<file path="config.mk">
export PLATFORM = sky130hd
export DESIGN_NAME = nps_ctrl
export DESIGN_NICKNAME = d
export VERILOG_FILES = /design/src/hw/rtl/nps_pkg.sv /design/src/hw/rtl/nps_ctrl.sv
export SDC_FILE = /design/constraint.sdc
export NUM_CORES = 1
export LEC_CHECK = 0
export ABC_AREA = 1
export BUFFER_PORTS_ARGS = -buffer_cell sky130_fd_sc_hd__buf_2
export CAP_MARGIN = 10
export CORE_AREA = 3 3 40 42
export CTS_BUF_LIST = sky130_fd_sc_hd__clkbuf_4
export CTS_CLUSTER_DIAMETER = 100
export DETAILED_ROUTE_END_ITERATION = 6
export DIE_AREA = 0 0 43 45
export PLACE_DENSITY_LB_ADDON = 0.15
export SETUP_SLACK_MARGIN = 0.15
export SLEW_MARGIN = 20
export SYNTH_ARGS = -nofsm -noshare
export SYNTH_HDL_FRONTEND = slang
export SYNTH_SLANG_ARGS = --single-unit
</file>
<file path="constraint.sdc">
create_clock -name clk -period 1.1 [get_ports clk]
set_input_delay 0.165 -clock clk [delete_from_list [all_inputs] [get_ports clk]]
set_output_delay 0.165 -clock clk [all_outputs]
set_load 0.02 [all_outputs]
</file>
<file path="src/hw/rtl/nps_pkg.sv">
// Shared types, widths and constants of the priority scheduler.
`default_nettype none

package nps_pkg;

    localparam int MAX_JOBS_DEF = 64;

    localparam int ARR_W      = 16;
    localparam int BURST_W    = 16;
    localparam int PRIO_W     = 8;
    localparam int TIME_W     = 23;
    localparam int SUM_W      = 29;
    localparam int JOB_IDX_W  = 6;
    localparam int APB_ADDR_W = 3;
    localparam int APB_DATA_W = 32;

    localparam logic [APB_ADDR_W-1:0] ADDR_USE_ARRIVAL = 3'd0;

    typedef struct packed {
        logic [ARR_W-1:0]   arrival;
        logic [BURST_W-1:0] burst;
        logic [PRIO_W-1:0]  prio;
    } job_entry_t;

    typedef enum logic [2:0] {
        ST_LOAD,
        ST_SCAN,
        ST_DECIDE,
        ST_OUT_READ,
        ST_OUT_CALC,
        ST_OUT_HOLD
    } nps_state_t;

    typedef struct packed {
        logic load;
        logic batch_start;
        logic scan;
        logic decide;
        logic out_read;
        logic out_calc;
        logic out_take;
    } nps_cmd_t;

    typedef struct packed {
        logic batch_end;
        logic scan_done;
        logic last_pick;
        logic out_last;
    } nps_status_t;

endpackage

`default_nettype wire

</file>
<file path="src/hw/rtl/nps_ctrl.sv">
// Sequencer: load, repeated scan/decide passes, then result output.
`default_nettype none

module nps_ctrl (
    input  wire logic                 clk,
    input  wire logic                 rst_n,
    input  wire logic                 in_valid,
    input  wire logic                 out_ready,
    input  wire nps_pkg::nps_status_t status,
    output logic                      in_ready,
    output logic                      out_valid,
    output nps_pkg::nps_cmd_t         cmd
);

    nps_pkg::nps_state_t state_reg;
    nps_pkg::nps_state_t state_next;

    always_comb
    begin
        state_next = state_reg;
        unique case (state_reg)
            nps_pkg::ST_LOAD:
            begin
                if (in_valid && status.batch_end)
                begin
                    state_next = nps_pkg::ST_SCAN;
                end
            end
            nps_pkg::ST_SCAN:
            begin
                if (status.scan_done)
                begin
                    state_next = nps_pkg::ST_DECIDE;
                end
            end
            nps_pkg::ST_DECIDE:
            begin
                state_next = status.last_pick ? nps_pkg::ST_OUT_READ : nps_pkg::ST_SCAN;
            end
            nps_pkg::ST_OUT_READ:
            begin
                state_next = nps_pkg::ST_OUT_CALC;
            end
            nps_pkg::ST_OUT_CALC:
            begin
                state_next = nps_pkg::ST_OUT_HOLD;
            end
            nps_pkg::ST_OUT_HOLD:
            begin
                if (out_ready)
                begin
                    state_next = status.out_last ? nps_pkg::ST_LOAD : nps_pkg::ST_OUT_READ;
                end
            end
            default:
            begin
                state_next = nps_pkg::ST_LOAD;
            end
        endcase
    end

    always_ff @(posedge clk or negedge rst_n)
    begin
        if (!rst_n)
        begin
            state_reg <= nps_pkg::ST_LOAD;
        end
        else
        begin
            state_reg <= state_next;
        end
    end

    always_comb
    begin
        cmd       = '0;
        in_ready  = 1'b0;
        out_valid = 1'b0;
        unique case (state_reg)
            nps_pkg::ST_LOAD:
            begin
                in_ready        = 1'b1;
                cmd.load        = in_valid;
                cmd.batch_start = in_valid && status.batch_end;
            end
            nps_pkg::ST_SCAN:
            begin
                cmd.scan = 1'b1;
            end
            nps_pkg::ST_DECIDE:
            begin
                cmd.decide = 1'b1;
            end
            nps_pkg::ST_OUT_READ:
            begin
                cmd.out_read = 1'b1;
            end
            nps_pkg::ST_OUT_CALC:
            begin
                cmd.out_calc = 1'b1;
            end
            nps_pkg::ST_OUT_HOLD:
            begin
                out_valid    = 1'b1;
                cmd.out_take = out_ready;
            end
            default:
            begin
                cmd = '0;
            end
        endcase
    end

endmodule

`default_nettype wire

</file>
### Yosys cells after proc, flatten, opt, wreduce, memory -nomap -nowiden

Index checks and enable logic that the tools add are counted.

* equality and inequality tests: 8
* div/mod/pow operators: 0
* reduce and logical (&&, ||, !) cells: 3
* add/sub/neg operators: 0
* bitwise operators: 0
* shift-type cells: 0
* multiply operators: 0
* mux-type cells: 14
* $lt $le $gt $ge: 0

Operators by type and width (count)
* $pmux 3 s6: 1
* $mux 3: 3
* $mux 1: 7
* $eq 3x2->1 const B: 2
* $eq 3x3->1 const B: 2
* $mux 2: 3
* $ne 2x2->1 const B: 3
* $eq 3x1->1 const B: 1
* $logic_not 3->1: 1
* $reduce_and 3->1: 1
* $logic_and 1x1->1: 1

* memory bits (writable): 0
* logic and storage cells: 26
* ROM bits: 0
* bits in latches: 0
* output and inout bits: 9
* memories: 0
* bits in registers: 3

### Depth between registers and ports, before layout

Gate-level depths: netlist (run 1).

* word-level depth: 3
* gate-level depth with buffers: 6

### Worst setup path after synthesis (run 1)

Ideal clock, no wire load.

* path kind: register -> output
* from: reg state_reg[1]
* to: out cmd[0] (netlist name)
* cell stages (with the launch flop): 4
* data arrival time: 1022 ps
* path slack: -87 ps
* data required time: 935 ps
* path through: dfrtp_1 > inv_1 > nand2_1 > nor3_1

RTL lines
* start: declaration: line nps_ctrl.sv:15 `nps_pkg::nps_state_t state_reg;`
* start signal: assignment: line nps_ctrl.sv:66 `state_reg <= nps_pkg::ST_LOAD;`
* start signal: assignment: line nps_ctrl.sv:70 `state_reg <= state_next;`
* end: declaration: line nps_ctrl.sv:12 `output nps_pkg::nps_cmd_t cmd`

==> metrics.txt, run 1 <==
# DRC=0; Period minus WS final=1.28 ns; root buf cell=clkbuf_4; worst-case reg-to-reg path depth=6; status=finished with violations; top-count cell post-synth=nor2_1; Hold Path Depth=3; total grt overflow=0; clock slew at reported path FFs=0.04 ns; final setup vio count=10; WL final=833 microns; uppermost layer routed=met4; Final #Nets=76; Synth Register Bits=3; fill count=141; FP Rows=13; failing checks=setup timing; Syn Area/Cell=5.89 sq um; Post-synth EDFFs=0; die width=43 microns; Power Dens Cells=2810 nW/um^2; CP Launch Type=register; H-tree depth=1; max reg flops=3; Layout area overhead=127%; min-delay src=status[1]; final total power=0.00154 W; drt first pass iters=1; WL met1=339 microns; critical path arrival=1.12 ns; ranking of synthesized cells by area=dfrtp_1, nor2_1, nand2_1, inv_1, nand4_1; die area=1940 sq um; Final Cycle Share=1.17; DR vias/cell=4.17; Placer Congestion=0.750; largest net degree at the start of global routing=7; warnings from Yosys=0; sw power=0.000745 W; Num Clock Sinks=3; Skew-Pair Late Insertion Delay=0.24 ns; fin worst setup slack=-0.184 ns; Max Cap Viol=0; Synth Cell Area=241 sq um; Slew headroom=0.883; Die Y=45 microns; initial antenna violation count=0; Worst Tran Pin Value=0.174 ns; # IOs=17; Pleak=0.286 nW; PortBufs=16; internal power=0.000797 W; Mapped Nets=49; Min Hold Slack=0.215 ns; FMAX=779 MHz; combinational share of power=0.695; share of post-route cells with drive strength above 1=0.672; Sw Share=0.483; Hold Path Class=input pin to register; hpwl dp=607 microns; Critical Path RT=0.94 ns; Distinct cells, synth=12; Worst Skew=0.00619 ns; total CTS buffers=3; maximum VDD drop=1.34 mV; register area share after synthesis=0.311; Final Core Density=0.427; wire length per cell=10.2 microns; Min-Delay Endpoint=state_reg[1]; Synth top cells by count=nor2_1, nand2_1, inv_1; FF+latch area=77.6 sq um; type of the worst setup path=register to primary output; Reg power frac=0.158; R2R setup slack=0 ns; core area=1280 sq um; initial core utilization=0.188; first-pass GRT wire length=1.34 mm; GRT Total Usage=0.0901; maximum buffer depth of the clock tree=2; Fin. Hold Viols=0; RSZ-0062 raised after global routing=yes; Clock power frac=0.146; Synth top area share=0.311; endpoint of the worst register-to-register path=state_reg[0]; Post-Synthesis Cells=41; drt initial violations=0; met2 WL post-DR=430 microns; CP Max Fanout=4; Slew Viols, Final=0; antenna-violating nets left=0; metal3 WL=53 microns; multi-input logic area=206 sq um; Top FF cell, synth=dfrtp_1; vias in the first global route=350; CP endpoint kind=primary output; CTS tree=built; ant diodes=0; asr flop ratio synth=1.00; worst r2r src=state_reg[1]; post-synth top area cell=dfrtp_1; vias=342
repair_timing:
| action | in CTS | in global routing |
|---|---|---|
| setup buffers | 2 | 0 |
| endpoints found under the hold margin | 3 | 0 |
| resized for setup | 21 | 10 |
| setup endpoints to repair | 12 | 12 |
| hold buffers | 1 | 0 |
| pin swaps | 5 | 9 |
worst max-delay path by stage:
stage | cells past startpoint | start | slack (ns) | to
2_1_floorplan | 3 | state_reg[1] | 0.06 | cmd[4]
3_3_place_gp | 4 | state_reg[0] | -0.01 | cmd[5]
3_5_place_dp | 4 | state_reg[0] | -0.008 | cmd[5]
4_1_cts | 4 | state_reg[0] | -0.19 | cmd[6]
5_1_grt | 4 | state_reg[1] | -0.21 | cmd[6]
6_report | 4 | state_reg[1] | -0.18 | cmd[6]
power by group through the flow:
stage / Sequential [W] / Clock (W) / Combinational [W]
final: 0.000244 / 0.000225 / 0.00107
after global routing: 0.000251 / 0.000226 / 0.00117
after CTS: 0.000231 / 0.000224 / 0.00100
after detailed placement: 0.000211 / 0 / 0.000797
after global placement: 0.000212 / 0 / 0.000805
after floorplan: 0.000233 / 0 / 0.000527
placed cells by master, fill, tap and decap left out:
master	count
nor3_2	1
inv_1	5
nand2_1	7
nand3_1	2
nor2_4	5
inv_4	1
a21boi_1	1
a21oi_2	1
inv_2	3
nor2_2	3
dfrtp_1	1
nand2_4	3
nor2_1	2
buf_2	7
nand4_1	2
a21oi_1	1
nand3_2	1
dlygate4sd3_1	1
buf_4	6
buf_6	8
clkbuf_4	4
dfrtp_2	2
per-stage QoR:
step                      TNS [ns]  worst slack (ns)  cells  area, sq um
final                        -1.31            -0.184     82          549
after global routing         -1.75            -0.215     82          549
after CTS                    -1.43            -0.193     82          518
after detailed placement  -0.00850          -0.00850     75          404
after global placement     -0.0108           -0.0108     75          404
after floorplan                  0            0.0615     41          283
routing by layer:
layer	vias up	global-route usage
met5	-	0
met4	0	0.0542
met3	2	0
met2	16	0.165
met1	145	0.107
li1	179	-
layout make-up:
cell class              instances  share of cell area
clock buffers                   4              0.0547
repair buffers                 22               0.328
well taps                      15              0.0342
multi-input cells              29               0.376
flip-flops and latches          3               0.141
inverters                       9              0.0661
kinds of logic after synthesis:
family	share of synthesized area
AOI/OAI and AO/OA	0.0726
and+or+nand+nor	0.477
buffers and inverters	0.140
DFF	0.311
worst max-delay path, cell delays in order, from the launching register on:
cell and delay, ns:
dfrtp_2 0.44, nor2_4 0.16, nand2_4 0.09, nor2_4 0.09, buf_6 0.12
(Power assumes the default switching activity.)
==> run 2, diff against run 1 <==
SKIP_CTS_REPAIR_TIMING = 1   (was not set)
==> run 2 against run 1 <==
  * The run still ends with setup timing left
  * First-iteration DRC count did not move
  * Hold slack got worse by 0.019 ns
  * Flip-flop and latch count did not move
  * Clock-buffer cell count stayed put
  * Die area stayed put
  * Utilization shrank 1.9 points
  * Routed wire length shrank 3.8%
  * Design area down 4.6%
  * Clock skew about the same
  * Power shrank 3.6%
  * Critical path depth stayed put
==> metrics.txt, run 2 (same netlist as run 1, synthesis figures left out) <==
type of the worst setup path=register to primary output; CP Launch Type=register; Die Y=45 microns; R2R setup slack=0.04 ns; failing checks=setup timing; ant diodes=0; share of post-route cells with drive strength above 1=0.646; clock slew at reported path FFs=0.04 ns; Reg power frac=0.159; FMAX=774 MHz; Final Core Density=0.408; CTS tree=built; min-delay src=status[1]; Worst setup startpoint=state_reg[0]; drt first pass iters=1; Hold Path Class=input pin to register; commonest non-fill, non-tap cells in the layout=nand2_1, buf_2, buf_6; Critical Path RT=0.94 ns; total CTS buffers=3; CP endpoint kind=primary output; Clock power frac=0.153; Max Cap Viol=0; endpoint of the worst register-to-register path=state_reg[0]; Period minus WS final=1.29 ns; Power Dens Cells=2840 nW/um^2; # IOs=17; H-tree depth=1; fin area=524 sq um; internal power=0.000767 W; FP Rows=13; hpwl dp=607 microns; initial antenna violation count=0; wire length per cell=10.0 microns; Final #Nets=74; Pleak=0.274 nW; initial core utilization=0.188; Worst Skew=0.00659 ns; max reg flops=3; status=finished with violations; root buf cell=clkbuf_4; Slew Viols, Final=0; Skew-Pair Late Insertion Delay=0.24 ns; DR vias/cell=4.23; CP Max Fanout=5; vias=338; die width=43 microns; vias in the first global route=296; first-pass GRT wire length=1.16 mm; final setup vio count=9; dpl cell area=404 sq um; core area=1280 sq um; Layout Cells excl Fill=80; PortBufs=16; largest net degree at the start of global routing=7; # DRC=0; sw power=0.000719 W; worst-case reg-to-reg path depth=5; worst r2r src=state_reg[1]; RSZ-0062 raised after global routing=yes; die area=1940 sq um; total grt overflow=0; antenna-violating nets left=0; Placer Congestion=0.750; cell count after placement=75; maximum buffer depth of the clock tree=2; Final Cycle Share=1.17; Fin. Hold Viols=0; Sw Share=0.484; Worst Tran Pin Value=0.179 ns; maximum VDD drop=1.15 mV; WL final=801 microns; Min-Delay Endpoint=state_reg[1]; critical path arrival=1.13 ns; Slew headroom=0.880; fill count=140; drt initial violations=0; Hold Path Depth=3; Layout area overhead=117%; GRT Total Usage=0.0801; combinational share of power=0.688; fin worst setup slack=-0.192 ns; Num Clock Sinks=3
## run 2: layout make-up
class / instances / area (sq um) / share of cell area
clock buffer: 4 / 30.0 / 0.0573
timing repair buffer: 20 / 161 / 0.308
inverter: 9 / 36.3 / 0.0692
sequential: 3 / 77.6 / 0.148
multi-input combinational: 29 / 200 / 0.382
tap: 15 / 18.8 / 0.0358
## run 2: critical path, cell delays in order (launching register included)
cell and delay, ns:
dfrtp_2 0.44, nor2_4 0.16, nand2_4 0.09, nor2_4 0.08, buf_6 0.12
## run 2: how the worst max path moves through the flow
stage	cells past startpoint	endpoint
2_1_floorplan	3	cmd[4]
3_3_place_gp	4	cmd[5]
3_5_place_dp	4	cmd[5]
4_1_cts	4	cmd[5]
5_1_grt	4	cmd[0]
6_report	4	cmd[6]
## run 2: routing by layer
| layer | up-vias | global-route usage | wire length, microns |
|---|---|---|---|
| li1 | 173 | - | - |
| met1 | 147 | 0.104 | 328 |
| met2 | 16 | 0.132 | 395 |
| met3 | 2 | 0 | 63 |
| met4 | 0 | 0.0542 | 13 |
| met5 | - | 0 | 0 |
## run 2: power by group through the flow
stage	sequential, W	combinational (W)	clock [W]
2_1_floorplan	0.000233	0.000527	0
6_report	0.000237	0.00102	0.000227
3_3_place_gp	0.000212	0.000805	0
3_5_place_dp	0.000211	0.000797	0
5_1_grt	0.000242	0.00111	0.000226
4_1_cts	0.000209	0.000802	0.000224
## run 2: through the flow
step                      hold WS (ns)  setup TNS (ns)  total power, W  setup slack, ns
final                            0.196           -1.42         0.00149           -0.192
after global routing             0.252           -1.73         0.00158           -0.229
after CTS                       -0.283           -1.72         0.00123           -0.265
after detailed placement       -0.0344        -0.00850         0.00101         -0.00850
after global placement         -0.0352         -0.0108         0.00102          -0.0108
after floorplan                 -0.131               0        0.000761           0.0615
